<file path="src/rtl/ry420_pkg.sv">
// Shared types, constants and arithmetic functions for the RGB to YCbCr 4:2:0 converter.
// Used by every module of the block except ry420_ram; depends on nothing else.
package ry420_pkg;

  localparam int unsigned WIDTH_LIMIT  = 8192;
  localparam int unsigned HEIGHT_LIMIT = 8192;

  localparam int unsigned PIX_W   = 8;
  localparam int unsigned CFG_W   = 14;
  localparam int unsigned COL_W   = 13;
  localparam int unsigned ROW_W   = 13;
  localparam int unsigned PLANE_W = 2;
  localparam int unsigned SUM_W   = PIX_W + 1;
  localparam int unsigned BLK_W   = PIX_W + 2;
  localparam int unsigned RGB_W   = 3 * PIX_W;

  localparam int unsigned LINE_DEPTH = WIDTH_LIMIT / 2;
  localparam int unsigned LINE_AW    = $clog2(LINE_DEPTH);
  localparam int unsigned LINE_W     = 3 * SUM_W;

  localparam int unsigned QUEUE_DEPTH = 4;
  localparam int unsigned QUEUE_AW    = $clog2(QUEUE_DEPTH);

  localparam int unsigned CFG_IDX_W = 1;
  localparam logic [CFG_IDX_W-1:0] REG_WIDTH  = 1'b0;
  localparam logic [CFG_IDX_W-1:0] REG_HEIGHT = 1'b1;

  localparam logic [PLANE_W-1:0] PLANE_Y  = 2'd0;
  localparam logic [PLANE_W-1:0] PLANE_CB = 2'd1;
  localparam logic [PLANE_W-1:0] PLANE_CR = 2'd2;

  // One-hot result kinds, in emission order.
  localparam int unsigned KIND_W = 6;
  localparam logic [KIND_W-1:0] KIND_Y       = 6'b000001;
  localparam logic [KIND_W-1:0] KIND_Y_RIGHT = 6'b000010;
  localparam logic [KIND_W-1:0] KIND_Y_BELOW = 6'b000100;
  localparam logic [KIND_W-1:0] KIND_Y_DIAG  = 6'b001000;
  localparam logic [KIND_W-1:0] KIND_CB      = 6'b010000;
  localparam logic [KIND_W-1:0] KIND_CR      = 6'b100000;

  typedef struct packed {
    logic [PIX_W-1:0] luma;
    logic [PIX_W-1:0] avg_r;
    logic [PIX_W-1:0] avg_g;
    logic [PIX_W-1:0] avg_b;
    logic [COL_W-1:0] col;
    logic [ROW_W-1:0] row;
    logic             pad_col;
    logic             pad_row;
    logic             chroma;
    logic             frame_end;
  } entry_t;

  function automatic logic [PIX_W-1:0] luma_of(input logic [PIX_W-1:0] r,
                                                input logic [PIX_W-1:0] g,
                                                input logic [PIX_W-1:0] b);
    logic [15:0] acc;
    acc = 16'd47 * 16'(r) + 16'd157 * 16'(g) + 16'd16 * 16'(b) + 16'd128;
    // The weighted sum never exceeds 219 after the shift, so no clamp is needed.
    return 8'd16 + acc[15:8];
  endfunction

  // Symmetric rounding division by 256, offset 128, clamp to 0..255.
  function automatic logic [PIX_W-1:0] chroma_round(input logic signed [17:0] v);
    logic [17:0]        mag;
    logic [9:0]         q;
    logic signed [10:0] res;
    mag = v[17] ? 18'(-v) : 18'(v);
    q   = 10'((mag + 18'd128) >> 8);
    res = v[17] ? (11'sd128 - $signed({1'b0, q})) : (11'sd128 + $signed({1'b0, q}));
    if (res < 11'sd0) begin
      return 8'd0;
    end else if (res > 11'sd255) begin
      return 8'd255;
    end
    return res[7:0];
  endfunction

  function automatic logic [PIX_W-1:0] cb_of(input logic [PIX_W-1:0] r,
                                              input logic [PIX_W-1:0] g,
                                              input logic [PIX_W-1:0] b);
    logic signed [17:0] v;
    v = 18'sd112 * $signed({10'd0, b}) - 18'sd26 * $signed({10'd0, r})
        - 18'sd87 * $signed({10'd0, g});
    return chroma_round(v);
  endfunction

  function automatic logic [PIX_W-1:0] cr_of(input logic [PIX_W-1:0] r,
                                              input logic [PIX_W-1:0] g,
                                              input logic [PIX_W-1:0] b);
    logic signed [17:0] v;
    v = 18'sd112 * $signed({10'd0, r}) - 18'sd102 * $signed({10'd0, g})
        - 18'sd10 * $signed({10'd0, b});
    return chroma_round(v);
  endfunction

endpackage

</file>
<file path="src/rtl/ry420_back.sv">
// Back end: takes one entry at a time, forms Cb and Cr, and emits its
// results one per cycle through the output register unless stalled.
// Depends on ry420_pkg.
module ry420_back (
  input  logic                              clk_i,
  input  logic                              rst_ni,
  input  ry420_pkg::entry_t                 entry_i,
  input  logic                              empty_i,
  output logic                              pop_o,
  output logic                              out_valid_o,
  input  logic                              out_ready_i,
  output logic [ry420_pkg::PLANE_W-1:0]     plane_o,
  output logic [ry420_pkg::COL_W-1:0]       column_o,
  output logic [ry420_pkg::ROW_W-1:0]       row_o,
  output logic [ry420_pkg::PIX_W-1:0]       sample_o,
  output logic                              last_o,
  output logic                              frame_end_o
);

  localparam int unsigned KW = ry420_pkg::KIND_W;

  ry420_pkg::entry_t            work_q;
  logic                         work_valid_q, work_valid_d;
  logic [KW-1:0]                pend_q, pend_d;
  logic [ry420_pkg::PIX_W-1:0]  cb_q, cr_q;

  logic [KW-1:0] sel, rem;
  logic          out_load, done;

  logic                          out_valid_q, out_valid_d;
  logic [ry420_pkg::PLANE_W-1:0] plane_q, plane_d;
  logic [ry420_pkg::COL_W-1:0]   column_q, column_d;
  logic [ry420_pkg::ROW_W-1:0]   row_q, row_d;
  logic [ry420_pkg::PIX_W-1:0]   sample_q, sample_d;
  logic                          last_q, frame_end_q;

  always_comb begin
    sel      = pend_q & (~pend_q + KW'(1));
    rem      = pend_q & ~sel;
    out_load = work_valid_q && (!out_valid_q || out_ready_i);
    done     = out_load && (rem == '0);
    pop_o    = !empty_i && (!work_valid_q || done);

    if (pop_o) begin
      work_valid_d = 1'b1;
      pend_d = {entry_i.chroma, entry_i.chroma, entry_i.pad_row && entry_i.pad_col,
                entry_i.pad_row, entry_i.pad_col, 1'b1};
    end else if (done) begin
      work_valid_d = 1'b0;
      pend_d       = '0;
    end else begin
      work_valid_d = work_valid_q;
      pend_d       = out_load ? rem : pend_q;
    end

    plane_d  = ry420_pkg::PLANE_Y;
    column_d = work_q.col;
    row_d    = work_q.row;
    sample_d = work_q.luma;
    case (sel)
      ry420_pkg::KIND_Y_RIGHT: begin
        column_d = ry420_pkg::COL_W'(work_q.col + 1'b1);
      end
      ry420_pkg::KIND_Y_BELOW: begin
        row_d = ry420_pkg::ROW_W'(work_q.row + 1'b1);
      end
      ry420_pkg::KIND_Y_DIAG: begin
        column_d = ry420_pkg::COL_W'(work_q.col + 1'b1);
        row_d    = ry420_pkg::ROW_W'(work_q.row + 1'b1);
      end
      ry420_pkg::KIND_CB: begin
        plane_d  = ry420_pkg::PLANE_CB;
        column_d = work_q.col >> 1;
        row_d    = work_q.row >> 1;
        sample_d = cb_q;
      end
      ry420_pkg::KIND_CR: begin
        plane_d  = ry420_pkg::PLANE_CR;
        column_d = work_q.col >> 1;
        row_d    = work_q.row >> 1;
        sample_d = cr_q;
      end
      default: begin
        plane_d = ry420_pkg::PLANE_Y;
      end
    endcase

    if (out_load) begin
      out_valid_d = 1'b1;
    end else if (out_ready_i) begin
      out_valid_d = 1'b0;
    end else begin
      out_valid_d = out_valid_q;
    end
  end

  always_ff @(posedge clk_i or negedge rst_ni) begin
    if (!rst_ni) begin
      work_valid_q <= 1'b0;
      pend_q       <= '0;
      out_valid_q  <= 1'b0;
    end else begin
      work_valid_q <= work_valid_d;
      pend_q       <= pend_d;
      out_valid_q  <= out_valid_d;
    end
  end

  always_ff @(posedge clk_i) begin
    if (pop_o) begin
      work_q <= entry_i;
      cb_q   <= ry420_pkg::cb_of(entry_i.avg_r, entry_i.avg_g, entry_i.avg_b);
      cr_q   <= ry420_pkg::cr_of(entry_i.avg_r, entry_i.avg_g, entry_i.avg_b);
    end
    if (out_load) begin
      plane_q     <= plane_d;
      column_q    <= column_d;
      row_q       <= row_d;
      sample_q    <= sample_d;
      last_q      <= (rem == '0);
      frame_end_q <= (rem == '0) && work_q.frame_end;
    end
  end

  assign out_valid_o = out_valid_q;
  assign plane_o     = plane_q;
  assign column_o    = column_q;
  assign row_o       = row_q;
  assign sample_o    = sample_q;
  assign last_o      = last_q;
  assign frame_end_o = frame_end_q;

endmodule

</file>
<file path="config.mk">
export PLATFORM = sky130hd
export DESIGN_NAME = ry420_back
export DESIGN_NICKNAME = d
export VERILOG_FILES = /design/src/rtl/ry420_pkg.sv /design/src/rtl/ry420_back.sv
export SDC_FILE = /design/constraint.sdc
export NUM_CORES = 1
export LEC_CHECK = 0
export BUFFER_PORTS_ARGS = -buffer_cell sky130_fd_sc_hd__buf_2
export CAP_MARGIN = 30
export CORE_MARGIN = 1.5
export CORE_UTILIZATION = 40
export CTS_BUF_LIST = sky130_fd_sc_hd__clkbuf_8
export DETAILED_ROUTE_END_ITERATION = 8
export SLEW_MARGIN = 20
export SYNTH_ARGS = -nofsm -noshare
export SYNTH_HDL_FRONTEND = slang
export SYNTH_SLANG_ARGS = --single-unit
</file>
<file path="constraint.sdc">
create_clock -name clk_i -period 13.7 [get_ports clk_i]
set_input_delay 1.37 -clock clk_i [delete_from_list [all_inputs] [get_ports clk_i]]
set_output_delay 1.37 -clock clk_i [all_outputs]
set_load 0.005 [all_outputs]
</file>
Word-level counts from Yosys, hierarchy flattened --
Cells that the tools add are included. W data, S select, Z words.
Cells by class: add/sub/neg operators 15, $mul 6, $lt $le $gt $ge 4, eq/ne operators 5, mux-type cells 27, bitwise gates (word level) 4, reduce and logical (&&, ||, !) cells 17
Operator list (count):
- $pmux W13 S2 | 2
- $mux W8 | 6
- $add A18 B8 Y18 const B | 2
- $mux W18 | 2
- $neg A17 Y18 | 2
- $mul A3 B8 Y11 const A | 3
- $add A13 B1 Y13 const B | 2
- $add A8 B10 Y11 const A | 2
- $gt A11 B9 Y1 const B | 2
- $lt A11 B1 Y1 const B | 2
- $mux W11 | 2
- $sub A8 B10 Y11 const A | 2
- $mux W6 | 3
- $sub A16 B13 Y17 | 1
- $sub A16 B16 Y17 | 1
- $pmux W8 S2 | 1
- $sub A15 B13 Y16 | 1
- $sub A15 B15 Y16 | 1
- $mul A7 B8 Y15 const A | 1
- $mul A6 B8 Y14 const A | 1
- $and A6 B6 Y6 | 2
- $mul A4 B8 Y12 const A | 1
- $not A6 Y6 | 2
- $mux W1 | 10
- other kinds (14) | 24
Storage, ports and cells: register bits after elaboration 97, output and inout bits 40, word-level logic and storage cells 93

Logic depth before layout (Yosys ltp) --
depth after elaboration 13, depth in mapped cells 41

Worst setup path after synthesis --
Ideal clock, no wire load.
path kind in2reg, start input entry_i[47] in the netlist's numbering, end register cb_q[5] in the netlist's numbering, data pin, library setup time 0.158 ns, arrival time 9.049 ns, required time 13.542 ns, setup slack 4.493 ns, stages 41, cells stage by stage ha_1 -> inv_1 -> fa_1 -> inv_1 -> ha_1 -> a21o_1 -> a21oi_1 -> xor2_1 -> ha_1 -> o21ai_0 -> nand2b_1 -> a21o_1 -> a21o_1 -> a21o_1 -> a21o_1 -> a21oi_1 -> nor2b_1 -> mux2_2 -> [... 5 more ...] -> o21a_1 -> buf_2 -> buf_1 -> nor2_1 -> xnor2_1 -> ha_1 -> nand2_1 -> mux2_2 -> a211o_1 -> nor2_1 -> xor2_2 -> inv_1 -> ha_1 -> nor2b_1 -> mux2i_1 -> o21ai_4 -> a22o_1 -> a211oi_2
On the way: word-level cells in the longest chain between the ends 13, elaborated cells between the ends (all ways) 16
RTL lines:
- start, declared | RTL line ry420_back.sv:7 | input ry420_pkg::entry_t entry_i,
- $mul A4 B8 Y12 * | RTL line ry420_pkg.sv:83 | v = 18'sd112 * $signed({10'd0, b}) - 18'sd26 * $signed({10'd0, r})
- $sub A15 B13 Y16 * | RTL line ry420_pkg.sv:83
- $sub A16 B16 Y17 * | RTL line ry420_pkg.sv:84 | - 18'sd87 * $signed({10'd0, g});
- $neg A17 Y18 | RTL line ry420_pkg.sv:68 | mag = v[17] ? 18'(-v) : 18'(v);
- $mux W18 | RTL line ry420_pkg.sv:68
- $add A18 B8 Y18 | RTL line ry420_pkg.sv:69 | q = 10'((mag + 18'd128) >> 8);
- $add A8 B10 Y11 or $sub A8 B10 Y11 (tied branches) | RTL line ry420_pkg.sv:70 | res = v[17] ? (11'sd128 - $signed({1'b0, q})) : (11'sd128 + $signed({1'b0, q}));
- $mux W11 * | RTL line ry420_pkg.sv:70
- $gt A11 B9 Y1 | RTL line ry420_pkg.sv:73 | end else if (res > 11'sd255) begin
- $mux W1 | RTL line ry420_pkg.sv:73
- $mux W1 | RTL line ry420_pkg.sv:71 | if (res < 11'sd0) begin
- $mux W1 | RTL line ry420_back.sv:110 | if (pop_o) begin
- $mux W8 * | RTL line ry420_pkg.sv:76 | return res[7:0];
- end signal, assigned | RTL line ry420_back.sv:112 | cb_q <= ry420_pkg::cb_of(entry_i.avg_r, entry_i.avg_g, entry_i.avg_b);
- end, declared | RTL line ry420_back.sv:25 | logic [ry420_pkg::PIX_W-1:0] cb_q, cr_q;
Every way passes the cells marked *; elsewhere a longest branch is shown, timed or not. The select of a mux whose other input is x is not followed. A chain may end at the register's enable or synchronous reset.

Worst setup path in the final report --
start input entry_i[46] in the netlist's numbering, end register cb_q[5] in the netlist's numbering, data pin
The elaborated chain is that of the path after synthesis.

==> impl_results.md <==
* Clock slew at reported path FFs at roughly 0.09 ns
* Largest net degree at the start of global routing at 61
* Crit path largest cell delay at between 0.5 and 0.6 ns
* Grt ovf at 0
* Max Fanout on Critical Path at 17
* Crit path capture type: flip-flop
* Initial core utilization at 0.4060
* Final setup fails at 0
* Final setup skew at 0.01161 ns
* Hold Crit Depth at 1
* Post-synth top area cell: edfxtp_1
* Fin crit share at 0.7038
* Clock Path Buffers at 2
* Port bufs at 105
* Cts bufs inserted at 9
* Tot GR Track Use at 0.1851
* Std cell rows at 63
* Worst-Margin Slew at approximately 0.86 ns
* Placeable Area at a little under 30,000 um2
* First-pass GRT wire length at approximately 47 mm
* Met3 Track Usage GR at 0.01637
* Crit Path Category: input port to flip-flop
* Ranking of synthesized cells by area: edfxtp_1, ha_1, fa_1, xnor2_1, a21oi_1
* Clock Root Buffer: clkbuf_8
* Final hold slack at between 0.5 and 0.6 ns
* Filler cells at 2,950
* Number of DRC markers in iteration 0 at 578
* Die height at approximately 180 um
* Cell Area, Synth at 12,030 um2
* Hpwl dp at 22.95 mm
* Routed wire length at 28.14 mm
* Clock sink count at between 90 and 100
* Mapped Cells at 1,325
* Seq. cell area at ~2900 um2
* Synth Net Count at 1,608
* Top-level I/O count at about 110
* Met1 Use GR at 0.2467
* Run status: finished, final reports clean
* Max Clk Rate at ~100 MHz
* Hold-fix buffers at CTS at 0
* Sequential share of the synthesized area at 0.2387
* Post-synth EDFFs at 89
* WP data required at 13.91 ns
* Later-pin clock latency in the skew report at approximately 0.37 ns
* Fin Setup TNS at 0 ns
* CTS H-tree depth at 3
* Unrepaired setup endpoints after global routing: no
* Most common flop cell mapped by yosys: edfxtp_1
* Vias/cell at 5.483
* Number of global-route vias before repair at just under 10k
* CP max-delay cell: o21a_1
* Final min period at ~9.6 ns
* Total number of vias at 9,962
* Cell mode on critical path: ha_1
* Max Slew Vio Count at 0
* Post-CTS sizing at 0
* Post-synthesis async set-or-reset flop share at 0.08247
* Post-route non-filler standard cell count at approximately 1.8k
* Final GP Congestion at between 0.8 and 0.9
* Synth top cells by count: ha_1, inv_1, a21oi_1, edfxtp_1, nand2_1
* Hold Fails Final Rpt at 0
* # nets final at 1,704
* Syn Area/Cell at between 9 and 10 um2
* Worst reg2reg path depth at 7
* Area growth syn-to-layout at 9.806%
* Layout cells sized above 1 at 0.1101
* Area of the multi-input gates at approximately 8600 um2
* Post-CTS Setup Inserts at 0
* Dpl ws at 3.729 ns
* Pre-antenna DRT Iters at 5
* Met2 usage at 0.3197
* Worst EP arrival at between 9 and 10 ns
* Initial antenna violation count at 1
* CTS tree: yes
* Yosys warning count at 0
* Hold crit path type: flip-flop to flip-flop
* DRC Markers at 0
* Die ar. at between 30,000 and 40,000 um2
* GRT Max-Usage Layer: met2
* Crit path launch type: input port
* Most numerous cell in the Yosys netlist: ha_1
* Placed Cells incl. Taps at 1,799
* Die X-Extent at roughly 180 um
* Avg WL per Cell at approximately 15 um
* Rel. slew slack at 0.4123
* Routed Antenna Nets at 0
* Netlist cell types at between 80 and 90
* #FFs+latches synth at 97
* Post-synth top area share at 0.2221
* Max-Cap Viols at 0
* Worst setup margin at ~4 ns
-- worst paths after layout --
| kind | startpoint | to | slack, ns |
|---|---|---|---|
| worst min register to register | pend_q[5] | pend_q[5] | 0.53 |
| worst min-delay path | pend_q[5] | pend_q[5] | 0.53 |
| worst max register to register | pend_q[3] | row_o[11] | 10.77 |
| worst max-delay path | entry_i[46] | cb_q[5] | 4.06 |
| min in group asynchronous | rst_ni | pend_q[5] | 0.85 |
| max in group asynchronous | rst_ni | pend_q[1] | 12.65 |
-- critical path: cells and delay by family --
kind	cells	cell delay, ns
compound gates	16	3.49
fa+ha+maj	8	2.42
mux	3	0.87
simple gates	7	0.82
buf+inv	4	0.44
xor+xnor	2	0.41
-- registers in the layout, indices dropped and copies added (netlist names), 2 cells and up --
signal	cells
row_o	13
cb_q	8
plane_o	2
pend_q	6
column_o	13
cr_q	8
sample_o	8
work_q	35
-- metrics by stage --
stage | utilization | cell area, um2
finish | 0.4458 | 13210
global route | 0.4458 | 13210
CTS | 0.4455 | 13210
detailed placement | 0.4382 | 12990
global placement | 0.4382 | 12990
floorplan | - | 12030
-- layout by cell type, fill, tap and decap left out, drive strengths merged, types with 7 or more instances in the layout --
master | synthesis | final
a21oi | 96 | 96
nor3 | 20 | 20
edfxtp | 89 | 89
nor2 | 76 | 76
o21ai | 86 | 86
nor4 | 7 | 7
fa | 44 | 44
o211ai | 12 | 12
buf | 4 | 110
a221o | 9 | 9
a31oi | 17 | 17
dfrtp | 8 | 8
o21a | 18 | 18
nand2b | 20 | 20
nor3b | 8 | 8
a21o | 30 | 30
inv | 124 | 125
nand3 | 32 | 32
xnor2 | 69 | 69
nand2 | 84 | 84
o21bai | 15 | 15
ha | 173 | 173
and2 | 17 | 17
nor2b | 21 | 21
or2 | 9 | 9
and3 | 23 | 23
xor2 | 51 | 51
nand4 | 9 | 9
nor4b | 7 | 7
a211oi | 15 | 15
a22oi | 12 | 12
a22o | 8 | 8
clkbuf | 22 | 10
-- area by class of cell --
cell class / instances / share of cell area
antenna: 1 / 0.0001894
clock buffer: 9 / 0.009375
clock inverter: 7 / 0.007102
inverter: 124 / 0.03523
multi-input combinational: 1078 / 0.6508
sequential: 97 / 0.2174
tap: 390 / 0.03693
timing repair buffer: 111 / 0.04299
-- kinds of logic after synthesis --
group	share of synthesized area
buffers and inverters	0.04762
AO/OA/AOI/OAI	0.2120
XOR/XNOR	0.08984
flip-flops	0.2387
adder cells (fa/ha/maj)	0.2539
AND/OR/NAND/NOR	0.1488
other	0.0003116
multiplexers	0.008734
-- per-layer routing --
layer | up-vias | part of all wire | routed length, um
li1 | 5032 | - | -
met1 | 4700 | 0.47 | 13330
met2 | 187 | 0.47 | 13350
met3 | 43 | 0.032 | 893
met4 | 0 | 0.020 | 566
met5 | - | 0 | 0
Power is left out: the tool's default activity adds up to more than one toggle a clock period on the data nets, which glitch-free logic cannot reach.
