===== config.mk =====
export PLATFORM = sky130hd
export DESIGN_NAME = ry420_queue
export DESIGN_NICKNAME = d
export VERILOG_FILES = /design/src/rtl/ry420_pkg.sv /design/src/rtl/ry420_queue.sv
export SDC_FILE = /design/constraint.sdc
export NUM_CORES = 1
export LEC_CHECK = 0
export BUFFER_PORTS_ARGS = -buffer_cell sky130_fd_sc_hd__buf_2
export CAP_MARGIN = 20
export CORE_MARGIN = 3
export CORE_UTILIZATION = 50
export CTS_BUF_LIST = sky130_fd_sc_hd__clkbuf_4 sky130_fd_sc_hd__clkbuf_8
export DETAILED_ROUTE_END_ITERATION = 6
export HOLD_SLACK_MARGIN = 0.03
export PLACE_DENSITY = 0.84
export REMOVE_ABC_BUFFERS = 1
export SETUP_SLACK_MARGIN = 0.5
export SYNTH_ARGS = -nofsm -noshare
export SYNTH_HDL_FRONTEND = slang
export SYNTH_SLANG_ARGS = --single-unit

===== constraint.sdc =====
create_clock -name clk_i -period 2.9 [get_ports clk_i]
set_clock_uncertainty 0.2 [all_clocks]
set_input_delay 0.435 -clock clk_i [delete_from_list [all_inputs] [get_ports clk_i]]
set_output_delay 0.435 -clock clk_i [all_outputs]
set_load 0.1 [all_outputs]

===== src/rtl/ry420_pkg.sv =====
// Shared types, constants and arithmetic functions for the RGB to YCbCr 4:2:0 converter.
// Used by every module of the block except ry420_ram; depends on nothing else.
package ry420_pkg;

  localparam int unsigned WIDTH_LIMIT  = 8192;
  localparam int unsigned HEIGHT_LIMIT = 8192;

  localparam int unsigned PIX_W   = 8;
  localparam int unsigned CFG_W   = 14;
  localparam int unsigned COL_W   = 13;
  localparam int unsigned ROW_W   = 13;
  localparam int unsigned PLANE_W = 2;
  localparam int unsigned SUM_W   = PIX_W + 1;
  localparam int unsigned BLK_W   = PIX_W + 2;
  localparam int unsigned RGB_W   = 3 * PIX_W;

  localparam int unsigned LINE_DEPTH = WIDTH_LIMIT / 2;
  localparam int unsigned LINE_AW    = $clog2(LINE_DEPTH);
  localparam int unsigned LINE_W     = 3 * SUM_W;

  localparam int unsigned QUEUE_DEPTH = 4;
  localparam int unsigned QUEUE_AW    = $clog2(QUEUE_DEPTH);

  localparam int unsigned CFG_IDX_W = 1;
  localparam logic [CFG_IDX_W-1:0] REG_WIDTH  = 1'b0;
  localparam logic [CFG_IDX_W-1:0] REG_HEIGHT = 1'b1;

  localparam logic [PLANE_W-1:0] PLANE_Y  = 2'd0;
  localparam logic [PLANE_W-1:0] PLANE_CB = 2'd1;
  localparam logic [PLANE_W-1:0] PLANE_CR = 2'd2;

  // One-hot result kinds, in emission order.
  localparam int unsigned KIND_W = 6;
  localparam logic [KIND_W-1:0] KIND_Y       = 6'b000001;
  localparam logic [KIND_W-1:0] KIND_Y_RIGHT = 6'b000010;
  localparam logic [KIND_W-1:0] KIND_Y_BELOW = 6'b000100;
  localparam logic [KIND_W-1:0] KIND_Y_DIAG  = 6'b001000;
  localparam logic [KIND_W-1:0] KIND_CB      = 6'b010000;
  localparam logic [KIND_W-1:0] KIND_CR      = 6'b100000;

  typedef struct packed {
    logic [PIX_W-1:0] luma;
    logic [PIX_W-1:0] avg_r;
    logic [PIX_W-1:0] avg_g;
    logic [PIX_W-1:0] avg_b;
    logic [COL_W-1:0] col;
    logic [ROW_W-1:0] row;
    logic             pad_col;
    logic             pad_row;
    logic             chroma;
    logic             frame_end;
  } entry_t;

  function automatic logic [PIX_W-1:0] luma_of(input logic [PIX_W-1:0] r,
                                                input logic [PIX_W-1:0] g,
                                                input logic [PIX_W-1:0] b);
    logic [15:0] acc;
    acc = 16'd47 * 16'(r) + 16'd157 * 16'(g) + 16'd16 * 16'(b) + 16'd128;
    // The weighted sum never exceeds 219 after the shift, so no clamp is needed.
    return 8'd16 + acc[15:8];
  endfunction

  // Symmetric rounding division by 256, offset 128, clamp to 0..255.
  function automatic logic [PIX_W-1:0] chroma_round(input logic signed [17:0] v);
    logic [17:0]        mag;
    logic [9:0]         q;
    logic signed [10:0] res;
    mag = v[17] ? 18'(-v) : 18'(v);
    q   = 10'((mag + 18'd128) >> 8);
    res = v[17] ? (11'sd128 - $signed({1'b0, q})) : (11'sd128 + $signed({1'b0, q}));
    if (res < 11'sd0) begin
      return 8'd0;
    end else if (res > 11'sd255) begin
      return 8'd255;
    end
    return res[7:0];
  endfunction

  function automatic logic [PIX_W-1:0] cb_of(input logic [PIX_W-1:0] r,
                                              input logic [PIX_W-1:0] g,
                                              input logic [PIX_W-1:0] b);
    logic signed [17:0] v;
    v = 18'sd112 * $signed({10'd0, b}) - 18'sd26 * $signed({10'd0, r})
        - 18'sd87 * $signed({10'd0, g});
    return chroma_round(v);
  endfunction

  function automatic logic [PIX_W-1:0] cr_of(input logic [PIX_W-1:0] r,
                                              input logic [PIX_W-1:0] g,
                                              input logic [PIX_W-1:0] b);
    logic signed [17:0] v;
    v = 18'sd112 * $signed({10'd0, r}) - 18'sd102 * $signed({10'd0, g})
        - 18'sd10 * $signed({10'd0, b});
    return chroma_round(v);
  endfunction

endpackage


===== src/rtl/ry420_queue.sv =====
// Short FIFO of classified pixel entries between the front and back ends.
// Depends on ry420_pkg.
module ry420_queue (
  input  logic              clk_i,
  input  logic              rst_ni,
  input  logic              push_i,
  input  ry420_pkg::entry_t entry_i,
  output logic              full_o,
  input  logic              pop_i,
  output ry420_pkg::entry_t entry_o,
  output logic              empty_o
);

  localparam int unsigned AW = ry420_pkg::QUEUE_AW;

  ry420_pkg::entry_t slot_q [ry420_pkg::QUEUE_DEPTH];
  logic [AW:0] wptr_q, wptr_d, rptr_q, rptr_d;

  assign empty_o = (wptr_q == rptr_q);
  assign full_o  = (wptr_q[AW-1:0] == rptr_q[AW-1:0]) && (wptr_q[AW] != rptr_q[AW]);
  assign entry_o = slot_q[rptr_q[AW-1:0]];

  always_comb begin
    wptr_d = push_i ? (AW+1)'(wptr_q + 1'b1) : wptr_q;
    rptr_d = pop_i  ? (AW+1)'(rptr_q + 1'b1) : rptr_q;
  end

  always_ff @(posedge clk_i or negedge rst_ni) begin
    if (!rst_ni) begin
      wptr_q <= '0;
      rptr_q <= '0;
    end else begin
      wptr_q <= wptr_d;
      rptr_q <= rptr_d;
    end
  end

  always_ff @(posedge clk_i) begin
    if (push_i) begin
      slot_q[wptr_q[AW-1:0]] <= entry_i;
    end
  end

endmodule


After elaboration in Yosys (flattened, before gate mapping)
Memories as Yosys holds them, arrays and structs flattened. Cells that the tools add are included. Widths: inputs -> output; s select.

Bits in registers: 6. Bits in writable memories: 248. Input bits: 66. Output and inout bits: 64. Word-level logic and storage cells: 11. Memories: 1.

Memory list: slot_q (words 4, width 62, read ports 1, clocked after Yosys merged registers in 0, write ports 1, line ry420_queue.sv:16) `ry420_pkg::entry_t slot_q [ry420_pkg::QUEUE_DEPTH];`.

Add/subtract/negate cells: 2. Eq/ne operators: 3. Muxes and demuxes: 2. Reduce and logical (&&, ||, !) cells: 1.

Operators by type and width (count): $add 3x1->3 const B (2); $eq 3x3->1 (1); $eq 2x2->1 (1); $mux 1 (2); $logic_and 1x1->1 (1); $ne 1x1->1 (1).

Depth between registers and ports, before layout
Gate-level depths: netlist of the first run.

Depth after elaboration: 2. Gate-level depth with buffers: 4. Mapped depth without buffers: 4.

Worst setup path after synthesis of the first run
No wires, ideal clock.

Kind: reg-to-output. Start: register rptr_q[0]. End: output empty_o. Arrival time: 3.068 ns. Data required time: 2.265 ns. Slack: -0.803 ns. Cell stages (with the launch flop): 5. Path through: dfrtp_1 buf_6 buf_12 xor2_1 nor3b_1.

Word-level cells in the longest chain between the ends: 1.

RTL lines: from (decl) (line ry420_queue.sv:17) `logic [AW:0] wptr_q, wptr_d, rptr_q, rptr_d;`; from (signal assigned) (line ry420_queue.sv:34) `rptr_q <= rptr_d;`; $eq 3x3->1 (line ry420_queue.sv:19) `assign empty_o = (wptr_q == rptr_q);`; to (decl) (line ry420_queue.sv:11) `output logic empty_o`.

Every way passes these cells.

==> summary.txt, run 1 <==
Outcome
  – Outcome: finished clean

Setup path
  – Crit path max-delay family: buffers and inverters
  – Crit path capture type: primary output
  – Required @ worst endpoint: 2270 ps
  – Crit-path max FO: 9
  – Critical path class: flop to primary output
  – R2r endpoint: slot_q[0][42]
  – CP Buf/Inv Count: 3
  – CP arrival: between 2000 and 2500 ps
  – Critical Path Sink: entry_o[56]
  – Worst setup SP type: flop
  – Worst path cell trace: buf_6, buf_12, mux4_2, buf_6
  – CP Depth: 4
  – Worst path max stage delay: 530 ps
  – Crit path top cell by count: buf_6
  – CP max-delay cell: mux4_2
  – Path depth of the worst reg2reg path: 4
  – Reg-to-Reg Start: wptr_q[0]
  – R2r setup slk: between 800 and 900 ps
  – Worst setup startpoint: rptr_q[0]

Synth
  – Cell type with the largest total area after synthesis: edfxtp_1
  – Seq cells post-synth: 254
  – Register area share after synthesis: 81.1%
  – Top post-synthesis cells by area: edfxtp_1 79%, mux4_2 14%, dfrtp_1 1.6%, buf_12 1.3%, mux4_1 1.1%
  – Area share of the largest cell type after synthesis: between 70 and 80%
  – Syn_area_per_cell: ~26 um^2
  – Number of synthesized flops with an enable pin: 248
  – Post-synth ARST share: 2.36%
  – Post-Syn Area: 9370 um^2
  – Synth Instances: 354
  – Synth Warn #: 0
  – Distinct cell type count after synthesis: 17
  – Ys flop type: edfxtp_1

Floorplan
  – Row count: 49
  – Core ar.: 18200 um^2
  – I/O Pins: 130
  – Die Y: 143 um
  – Die area: a little over 20000 um^2
  – Die Wd: 143 um
  – Initial Utilization: 51.4%

Worst hold path
  – Hold WC Path Type: input pin to async pin

STA
  – Hold WS: 66.9 ps
  – Period utilization: between 90% and 100%
  – Max-slew violation count: 0
  – Fmax: ~380 MHz
  – Setup ws final: 235 ps
  – Rel. slew slack: 68.2%
  – Final hold vios: 0
  – Setup violations, final: 0
  – Setup_tns: 0 ps
  – Unrepaired setup endpoints after global routing: true
  – Minimum clock period: 2670 ps
  – Worst-Margin Slew: 478 ps

Drt
  – Drt wl/cell: 21.8 um
  – DR DRC count: 0
  – WL final: 18700 um
  – Initial DRC Count: about 260
  – Vias: ~4600
  – Vias per inst: 5.33
  – Number of nets still failing antenna checks after routing: 0
  – Drt pass-1 iters: 4

Global route
  – Grt total ovfl: 0
  – Initial antenna violation count: 1
  – Vias in the first global route: 5174
  – GR Util All Layers: 18.4%
  – Largest net degree at the start of global routing: slightly above 40
  – First-pass GRT wire length: between 20000 and 30000 um

Clocking
  – Bufs on Longest Clock Path: 3
  – Clock Pin Slew Worst Setup and Hold Paths: 60 ps
  – Clock sinks: approximately 250
  – Clk root buf: clkbuf_8
  – Worst-Skew Late Latency: 530 ps
  – CTS H-tree depth: 2
  – TritonCTS Buffers: 41
  – CTS tree: yes

Final layout
  – Area grow syn2layout: 32.7%
  – Most common cell after layout, fill and taps aside: edfxtp_1
  – Final #Nets: 667
  – Finished Layout Cells: 857
  – Most frequent cells in the layout: 248 x edfxtp_1, 65 x dlygate4sd3_1, 65 x buf_2, 62 x mux4_2, 57 x buf_6
  – Share of layout cells above drive strength 1: 45.0%

Placement
  – Gpl congestion: 0.713
  – Port Buffers: 129
  – Hpwl dp: 9960 um
  – Pre-CTS setup slack: 360 ps
  – Placed cell count: 708

Flow run
  – Maxcap violations: 0
==> synth_stat cells, types with 2 or more instances <==
| cell | instances |
|---|---|
| buf_12 | 6 |
| mux4_1 | 4 |
| ha_1 | 5 |
| xnor2_1 | 2 |
| mux4_2 | 58 |
| nand2_1 | 2 |
| inv_1 | 2 |
| xor2_1 | 5 |
| edfxtp_1 | 248 |
| dfrtp_1 | 6 |
| and2_1 | 4 |
| buf_2 | 7 |
==> registers in the layout, indices dropped and copies added (netlist names) <==
signal / flops
slot_q: 248
rptr_q: 3
wptr_q: 3
==> metrics by stage <==
stage	instance area (um^2)	util, %
2_1_floorplan	9200	-
3_3_place_gp	10300	56.6
3_5_place_dp	10300	56.6
4_1_cts	12400	67.8
5_1_grt	12400	68.3
6_report	12400	68.3
==> what timing repair did <==
item                                   4_1_cts  5_1_grt
gates cloned                                 2        2
resized for setup                          163        6
setup buffers                                5        0
endpoints found under the hold margin      259        0
hold buffers                                65        0
setup endpoints to repair                   64       64
==> kinds of logic after synthesis <==
kind of cell	Yosys count	synth area share (%)
multiplexers	63	15.2
flip-flops	254	81.1
AND/OR/NAND/NOR	8	0.481
buffers and inverters	16	1.86
XOR/XNOR	7	0.654
AO/OA/AOI/OAI	1	0.0534
adder cells (fa/ha/maj)	5	0.668
==> final cells by class <==
| cell class | instances | area (um^2) |
|---|---|---|
| Sequential cell | 254 | 7600 |
| Fill cell | 1087 | 5780 |
| Timing Repair Buffer | 213 | 2140 |
| Multi-Input combinational cell | 84 | 1600 |
| Clock buffer | 54 | 674 |
| Tap cell | 229 | 287 |
| Clock inverter | 20 | 118 |
| Inverter | 2 | 7.51 |
| Antenna cell | 1 | 2.50 |
==> routing by layer <==
layer | wire (um) | global-route usage (%) | part of all wire (%) | up-vias
li1 | - | - | - | 2016
met1 | 7160 | 21.9 | 38 | 2358
met2 | 10300 | 33.4 | 55 | 163
met3 | 1020 | 4.72 | 5.4 | 28
met4 | 285 | 5.25 | 1.5 | 0
met5 | 0 | 0 | 0 | -
==> how the worst min path moves through the flow <==
stage | depth (start not counted) | end | slack [ps]
after floorplan | 0 | rptr_q[0] | -60
after global placement | 1 | rptr_q[2] | 60
after detailed placement | 1 | rptr_q[1] | 70
after CTS | 2 | wptr_q[0] | 50
after global routing | 2 | wptr_q[0] | 50
final | 2 | wptr_q[0] | 70
Power of run 1 is not shown: default switching activity piles up to over one toggle a cycle in this logic, so the estimate is an artifact.
==> run 2: changes to the inputs <==
--- a/config.mk
+++ b/config.mk
@@ -11,6 +11,7 @@
 export CORE_UTILIZATION = 50
 export CTS_BUF_LIST = sky130_fd_sc_hd__clkbuf_4 sky130_fd_sc_hd__clkbuf_8
 export DETAILED_ROUTE_END_ITERATION = 6
+export GPL_TIMING_DRIVEN = 0
 export HOLD_SLACK_MARGIN = 0.03
 export PLACE_DENSITY = 0.84
 export REMOVE_ABC_BUFFERS = 1
==> run 2 against run 1 <==
Compared with the run above:
- first-iteration DRC count grew 8.9%
- worst hold slack gained 38 ps
- flip-flop and latch count is the same
- register-to-register slack got worse by 80 ps
- die area stayed put
- worst setup slack got worse by 45 ps
- sequential share of layout area hardly changed
- utilization about the same
- critical path depth stayed put
- critical endpoint is now entry_o[21]
==> summary.txt, run 2 (synthesis results as in run 1) <==
Global route
  – Largest net degree at the start of global routing: 34 (was 41)
  – First-pass GRT wire length: 29600 um (was 28500 um)
  – Met1 Resource Use GR: 25.0% (was 21.9%)
  – GR Util All Layers: 19.3% (was 18.4%)
  – Initial antenna violation count: 0 (was 1)
  – Grt total ovfl: 0 (unchanged)
  – Vias in the first global route: 5184 (was 5174)
  – Busiest grt layer: met2 (unchanged)
  – Met2 Usage GRT: 32.7% (was 33.4%)
  – Met3 GRT Util: 4.55% (was 4.72%)

Placement
  – Placed cell count: 703 (was 708)
  – Port Buffers: 129 (unchanged)
  – Hpwl dp: 9550 um (was 9960 um)
  – DP Area: 10300 um^2 (about the same)
  – Gpl congestion: 0.681 (was 0.713)

Drt
  – Initial DRC Count: 281 (was 258)
  – Drt wl/cell: 22.9 um (was 21.8 um)
  – Number of nets still failing antenna checks after routing: 0 (unchanged)
  – Drt pass-1 iters: 4 (unchanged)
  – WL final: 19500 um (was 18700 um)
  – Vias per inst: 5.48 (was 5.33)
  – Vias: 4661 (was 4565)
  – DR DRC count: 0 (unchanged)

Final layout
  – Area grow syn2layout: 32.8% (was 32.7%)
  – Post-route cell area: 12400 um^2 (about the same)
  – Share of layout cells above drive strength 1: 45.3% (was 45.0%)
  – Final #Nets: 667 (unchanged)
  – Number of flip-flops in the largest register: 248 (unchanged)
  – ANT cells: 0 (was 1)
  – Most frequent cells in the layout: 248 x edfxtp_1, 65 x dlygate4sd3_1, 65 x buf_2, 62 x mux4_2, 55 x buf_6 (was 248 x edfxtp_1, 65 x dlygate4sd3_1, 65 x buf_2, 62 x mux4_2, 57 x buf_6)
  – Most common cell after layout, fill and taps aside: edfxtp_1 (unchanged)
  – Finished Layout Cells: 851 (was 857)

Setup path
  – R2r endpoint: slot_q[0][0] (was slot_q[0][42])
  – Reg-to-Reg Start: wptr_q[0] (unchanged)
  – Worst setup startpoint: rptr_q[0] (unchanged)
  – CP arrival: 2080 ps (was 2030 ps)
  – CP Depth: 4 (unchanged)
  – Required @ worst endpoint: 2270 ps (about the same)
  – Critical path class: flop to primary output (unchanged)
  – Crit path max-delay family: buffers and inverters (unchanged)
  – Worst setup SP type: flop (unchanged)
  – Critical Path Sink: entry_o[21] (was entry_o[56])
  – R2r setup slk: 800 ps (was 880 ps)
  – Worst path cell trace: buf_12, clkbuf_16, mux4_2, buf_6 (was buf_6, buf_12, mux4_2, buf_6)
  – CP max-delay cell: mux4_2 (unchanged)
  – Worst path max stage delay: 540 ps (was 530 ps)
  – CP Buf/Inv Count: 3 (unchanged)
  – Crit path capture type: primary output (unchanged)
  – Path depth of the worst reg2reg path: 4 (unchanged)
  – Crit-path max FO: 8 (was 9)

Floorplan
  – Die area: 20400 um^2 (unchanged)
  – Row count: 49 (unchanged)
  – Core ar.: 18200 um^2 (unchanged)
  – I/O Pins: 130 (unchanged)
  – Initial Utilization: 51.4% (unchanged)
  – Die Y: 143 um (unchanged)
  – Die Wd: 143 um (unchanged)

STA
  – Hold WS: 105 ps (was 66.9 ps)
  – Period utilization: 93.5% (was 91.9%)
  – Worst-Margin Slew: 534 ps (was 478 ps)
  – Setup_tns: 0 ps (unchanged)
  – Rel. slew slack: 64.4% (was 68.2%)
  – Minimum clock period: 2710 ps (was 2670 ps)
  – Fmax: 369 MHz (was 375 MHz)
  – Final hold vios: 0 (unchanged)
  – Unrepaired setup endpoints after global routing: true (unchanged)
  – Max-slew violation count: 0 (unchanged)
  – Setup violations, final: 0 (unchanged)

Clocking
  – Clock Pin Slew Worst Setup and Hold Paths: 60 ps (about the same)
  – Clk root buf: clkbuf_8 (unchanged)
  – Bufs on Longest Clock Path: 3 (unchanged)
  – TritonCTS Buffers: 40 (was 41)
  – Clock sinks: 254 (unchanged)
  – CTS tree: yes (unchanged)
  – CTS H-tree depth: 2 (unchanged)
  – Worst-Skew Late Latency: 520 ps (was 530 ps)

Flow run
  – Maxcap violations: 0 (unchanged)

Outcome
  – Outcome: finished clean (unchanged)

Worst hold path
  – Hold WC Path Type: input pin to async pin (unchanged)
[run 2: worst min-delay path by stage]
stage	start	end	slack (ps)	depth (start not counted)
2_1_floorplan	rst_ni	rptr_q[0]	-60	0
3_3_place_gp	rst_ni	rptr_q[0]	60	1
3_5_place_dp	rst_ni	rptr_q[2]	70	1
4_1_cts	rst_ni	rptr_q[0]	60	2
5_1_grt	rst_ni	rptr_q[2]	100	2
6_report	rst_ni	wptr_q[2]	100	2
[run 2: area by class of cell]
cell class,instances,area (um^2)
Fill cell,1093,5770
Tap cell,229,287
Clock buffer,57,684
Multi-Input combinational cell,84,1620
Sequential cell,254,7600
Clock inverter,11,55.1
Inverter,2,7.51
Timing Repair Buffer,214,2180
[run 2: stage by stage]
step           util [%]  setup slack [ps]
6_report           68.3               189
4_1_cts            67.9               165
3_5_place_dp       56.3               129
3_3_place_gp       55.7             -2360
5_1_grt            68.3               136
2_1_floorplan         -             -2740
[run 2: timing repair]
action / in CTS / in global routing
cloned: 4 / 2
setup buffers: 9 / 0
hold buffers: 65 / 0
hold endpoints to repair: 259 / 0
resized for setup: 150 / 3
endpoints found under the setup margin: 64 / 64
pin swaps: 1 / 1
[run 2: routing by layer]
layer | vias up | share of wire (%)
li1 | 2012 | -
met1 | 2405 | 40
met2 | 208 | 52
met3 | 36 | 6.0
met4 | 0 | 2.3
met5 | - | 0
Power of run 2 is left out for the same reason.
==> run 3: changes to the inputs <==
--- a/config.mk
+++ b/config.mk
@@ -8,12 +8,12 @@
 export BUFFER_PORTS_ARGS = -buffer_cell sky130_fd_sc_hd__buf_2
 export CAP_MARGIN = 20
 export CORE_MARGIN = 3
-export CORE_UTILIZATION = 50
+export CORE_UTILIZATION = 45
 export CTS_BUF_LIST = sky130_fd_sc_hd__clkbuf_4 sky130_fd_sc_hd__clkbuf_8
 export DETAILED_ROUTE_END_ITERATION = 6
 export GPL_TIMING_DRIVEN = 0
 export HOLD_SLACK_MARGIN = 0.03
-export PLACE_DENSITY = 0.84
+export PLACE_DENSITY = 0.77
 export REMOVE_ABC_BUFFERS = 1
 export SETUP_SLACK_MARGIN = 0.5
 export SYNTH_ARGS = -nofsm -noshare
==> run 3 against run 2 <==
Compared with the run above:
- via count fell by 2.4%
- critical path depth did not move
- global-route usage fell by 2.8 points
- flip-flop and latch count did not move
- first-iteration DRC count fell by 40%
- non-clock buffer count rose by 14
- routed wire length fell by 3.9%
- utilization fell by 6.5 points
- die area rose by 11%
- register-to-register slack improved by 50 ps
- largest cell class unchanged
- worst hold slack got worse by 10 ps
- cell count rose by 6.3%
==> summary.txt, run 3 (synthesis results as in run 1) <==
Placement
  – DP Area: 10300 um^2 (about the same)
  – Hpwl dp: 9990 um (was 9550 um)
  – Port Buffers: 129 (unchanged)
  – Gpl congestion: 0.638 (was 0.681)
  – Placed cell count: 745 (was 703)

STA
  – Max-slew violation count: 0 (unchanged)
  – Unrepaired setup endpoints after global routing: true (unchanged)
  – Worst-Margin Slew: 548 ps (was 534 ps)
  – Hold WS: 94.2 ps (was 105 ps)
  – Fmax: 370 MHz (was 369 MHz)
  – Final hold vios: 0 (unchanged)
  – Setup violations, final: 0 (unchanged)
  – Minimum clock period: 2700 ps (was 2710 ps)
  – Setup_tns: 0 ps (unchanged)
  – Rel. slew slack: 63.5% (was 64.4%)
  – Period utilization: 93.2% (was 93.5%)

Final layout
  – ANT cells: 0 (unchanged)
  – Most common cell after layout, fill and taps aside: edfxtp_1 (unchanged)
  – Most frequent cells in the layout: 248 x edfxtp_1, 65 x dlygate4sd3_1, 65 x buf_2, 62 x mux4_2, 57 x buf_6 (was 248 x edfxtp_1, 65 x dlygate4sd3_1, 65 x buf_2, 62 x mux4_2, 55 x buf_6)
  – Sequential cell area: 7600 um^2 (unchanged)
  – Area grow syn2layout: 34.4% (was 32.8%)
  – Number of flip-flops in the largest register: 248 (unchanged)
  – Finished Layout Cells: 905 (was 851)
  – Multi-input gate area: 1600 um^2 (was 1620 um^2)
  – Share of layout cells above drive strength 1: 46.9% (was 45.3%)
  – Layout fillers: 1392 (was 1093)
  – Final #Nets: 680 (was 667)
  – Post-route cell area: 12600 um^2 (was 12400 um^2)

Clocking
  – Clock Pin Slew Worst Setup and Hold Paths: 60 ps (about the same)
  – Clock sinks: 254 (unchanged)
  – Bufs on Longest Clock Path: 3 (unchanged)
  – Worst-Skew Late Latency: 500 ps (was 520 ps)
  – Clk root buf: clkbuf_8 (unchanged)
  – CTS tree: yes (unchanged)
  – CTS H-tree depth: 2 (unchanged)
  – TritonCTS Buffers: 39 (was 40)

Global route
  – GR Util All Layers: 16.5% (was 19.3%)
  – Grt total ovfl: 0 (unchanged)
  – Initial antenna violation count: 0 (unchanged)
  – Vias in the first global route: 5109 (was 5184)
  – Largest net degree at the start of global routing: 54 (was 34)
  – First-pass GRT wire length: 28200 um (was 29600 um)

Worst hold path
  – Hold WC Path Type: input pin to async pin (unchanged)

Floorplan
  – Die area: 22600 um^2 (was 20400 um^2)
  – I/O Pins: 130 (unchanged)
  – Core ar.: 20400 um^2 (was 18200 um^2)
  – Row count: 52 (was 49)
  – Die Wd: 150 um (was 143 um)
  – Die Y: 150 um (was 143 um)
  – Initial Utilization: 46.0% (was 51.4%)

Setup path
  – Crit path capture type: primary output (unchanged)
  – Critical path class: flop to primary output (unchanged)
  – Worst setup SP type: flop (unchanged)
  – CP arrival: 2070 ps (was 2080 ps)
  – Worst setup startpoint: rptr_q[0] (unchanged)
  – Worst path cell trace: buf_12, clkbuf_16, mux4_2, buf_6 (unchanged)
  – Required @ worst endpoint: 2270 ps (about the same)
  – Worst path max stage delay: 510 ps (was 540 ps)
  – CP max-delay cell: mux4_2 (unchanged)
  – Crit-path max FO: 7 (was 8)
  – Reg-to-Reg Start: wptr_q[0] (unchanged)

Drt
  – Initial DRC Count: 169 (was 281)
  – DR DRC count: 0 (unchanged)
  – Vias: 4548 (was 4661)
  – Drt wl/cell: 20.7 um (was 22.9 um)
  – Number of nets still failing antenna checks after routing: 0 (unchanged)
  – Vias per inst: 5.03 (was 5.48)
  – WL final: 18700 um (was 19500 um)
  – Drt pass-1 iters: 5 (was 4)

Flow run
  – Maxcap violations: 0 (unchanged)

Outcome
  – Outcome: finished clean (unchanged)
==> run 3: cell types whose count changed in the layout (fill, tap and decap cells not counted), sizes merged <==
cell,change
clkinvlp,-2
clkinv,+1
bufinv,+2
clkbuf,-2
buf,+14
==> run 3: what timing repair did <==
item | 4_1_cts | 5_1_grt
cloned | 3 | 1
gates resized for setup | 143 | 10
endpoints found under the hold margin | 259 | 0
hold buffers | 65 | 0
endpoints found under the setup margin | 64 | 64
setup buffers | 12 | 12
==> run 3: layer usage <==
layer	vias to the layer above	routed length, um	global-route usage [%]
li1	2031	-	-
met1	2364	7330	20.4
met2	124	10200	29.1
met3	29	871	3.79
met4	0	324	4.76
met5	-	0	0
==> run 3: cell type report <==
cell class | instances | area share [%]
flip-flops and latches | 254 | 60.4
repair buffers | 228 | 18.0
multi-input cells | 84 | 12.7
clock buffers | 55 | 5.32
well taps | 270 | 2.68
clock inverters | 12 | 0.855
inverters | 2 | 0.0596
==> run 3: metrics by stage <==
step / setup WS (ps) / util, %
detailed placement: 45.1 / 50.8
CTS: 154 / 61.1
finish: 198 / 61.8
global placement: -2410 / 50.0
global route: 86.1 / 61.8
floorplan: -2740 / -
==> run 3: critical path, delay by kind of cell, from the launching register on <==
family	cells	cell delay, ps
buffers and inverters	3	540
multiplexers	1	510
flip-flops	1	490
==> run 3: path summary, 6_finish.rpt <==
| check | slack [ps] | cells after the start | endpoint |
|---|---|---|---|
| max | 200 | 4 | entry_o[6] |
| min | 90 | 2 | rptr_q[1] |
| max reg2reg | 850 | 4 | slot_q[2][8] |
| min reg2reg | 310 | 1 | wptr_q[2] |
| max in group asynchronous | 2230 | 2 | rptr_q[0] |
| min in group clk_i | 310 | 1 | wptr_q[2] |
Power of run 3 is left out for the same reason.
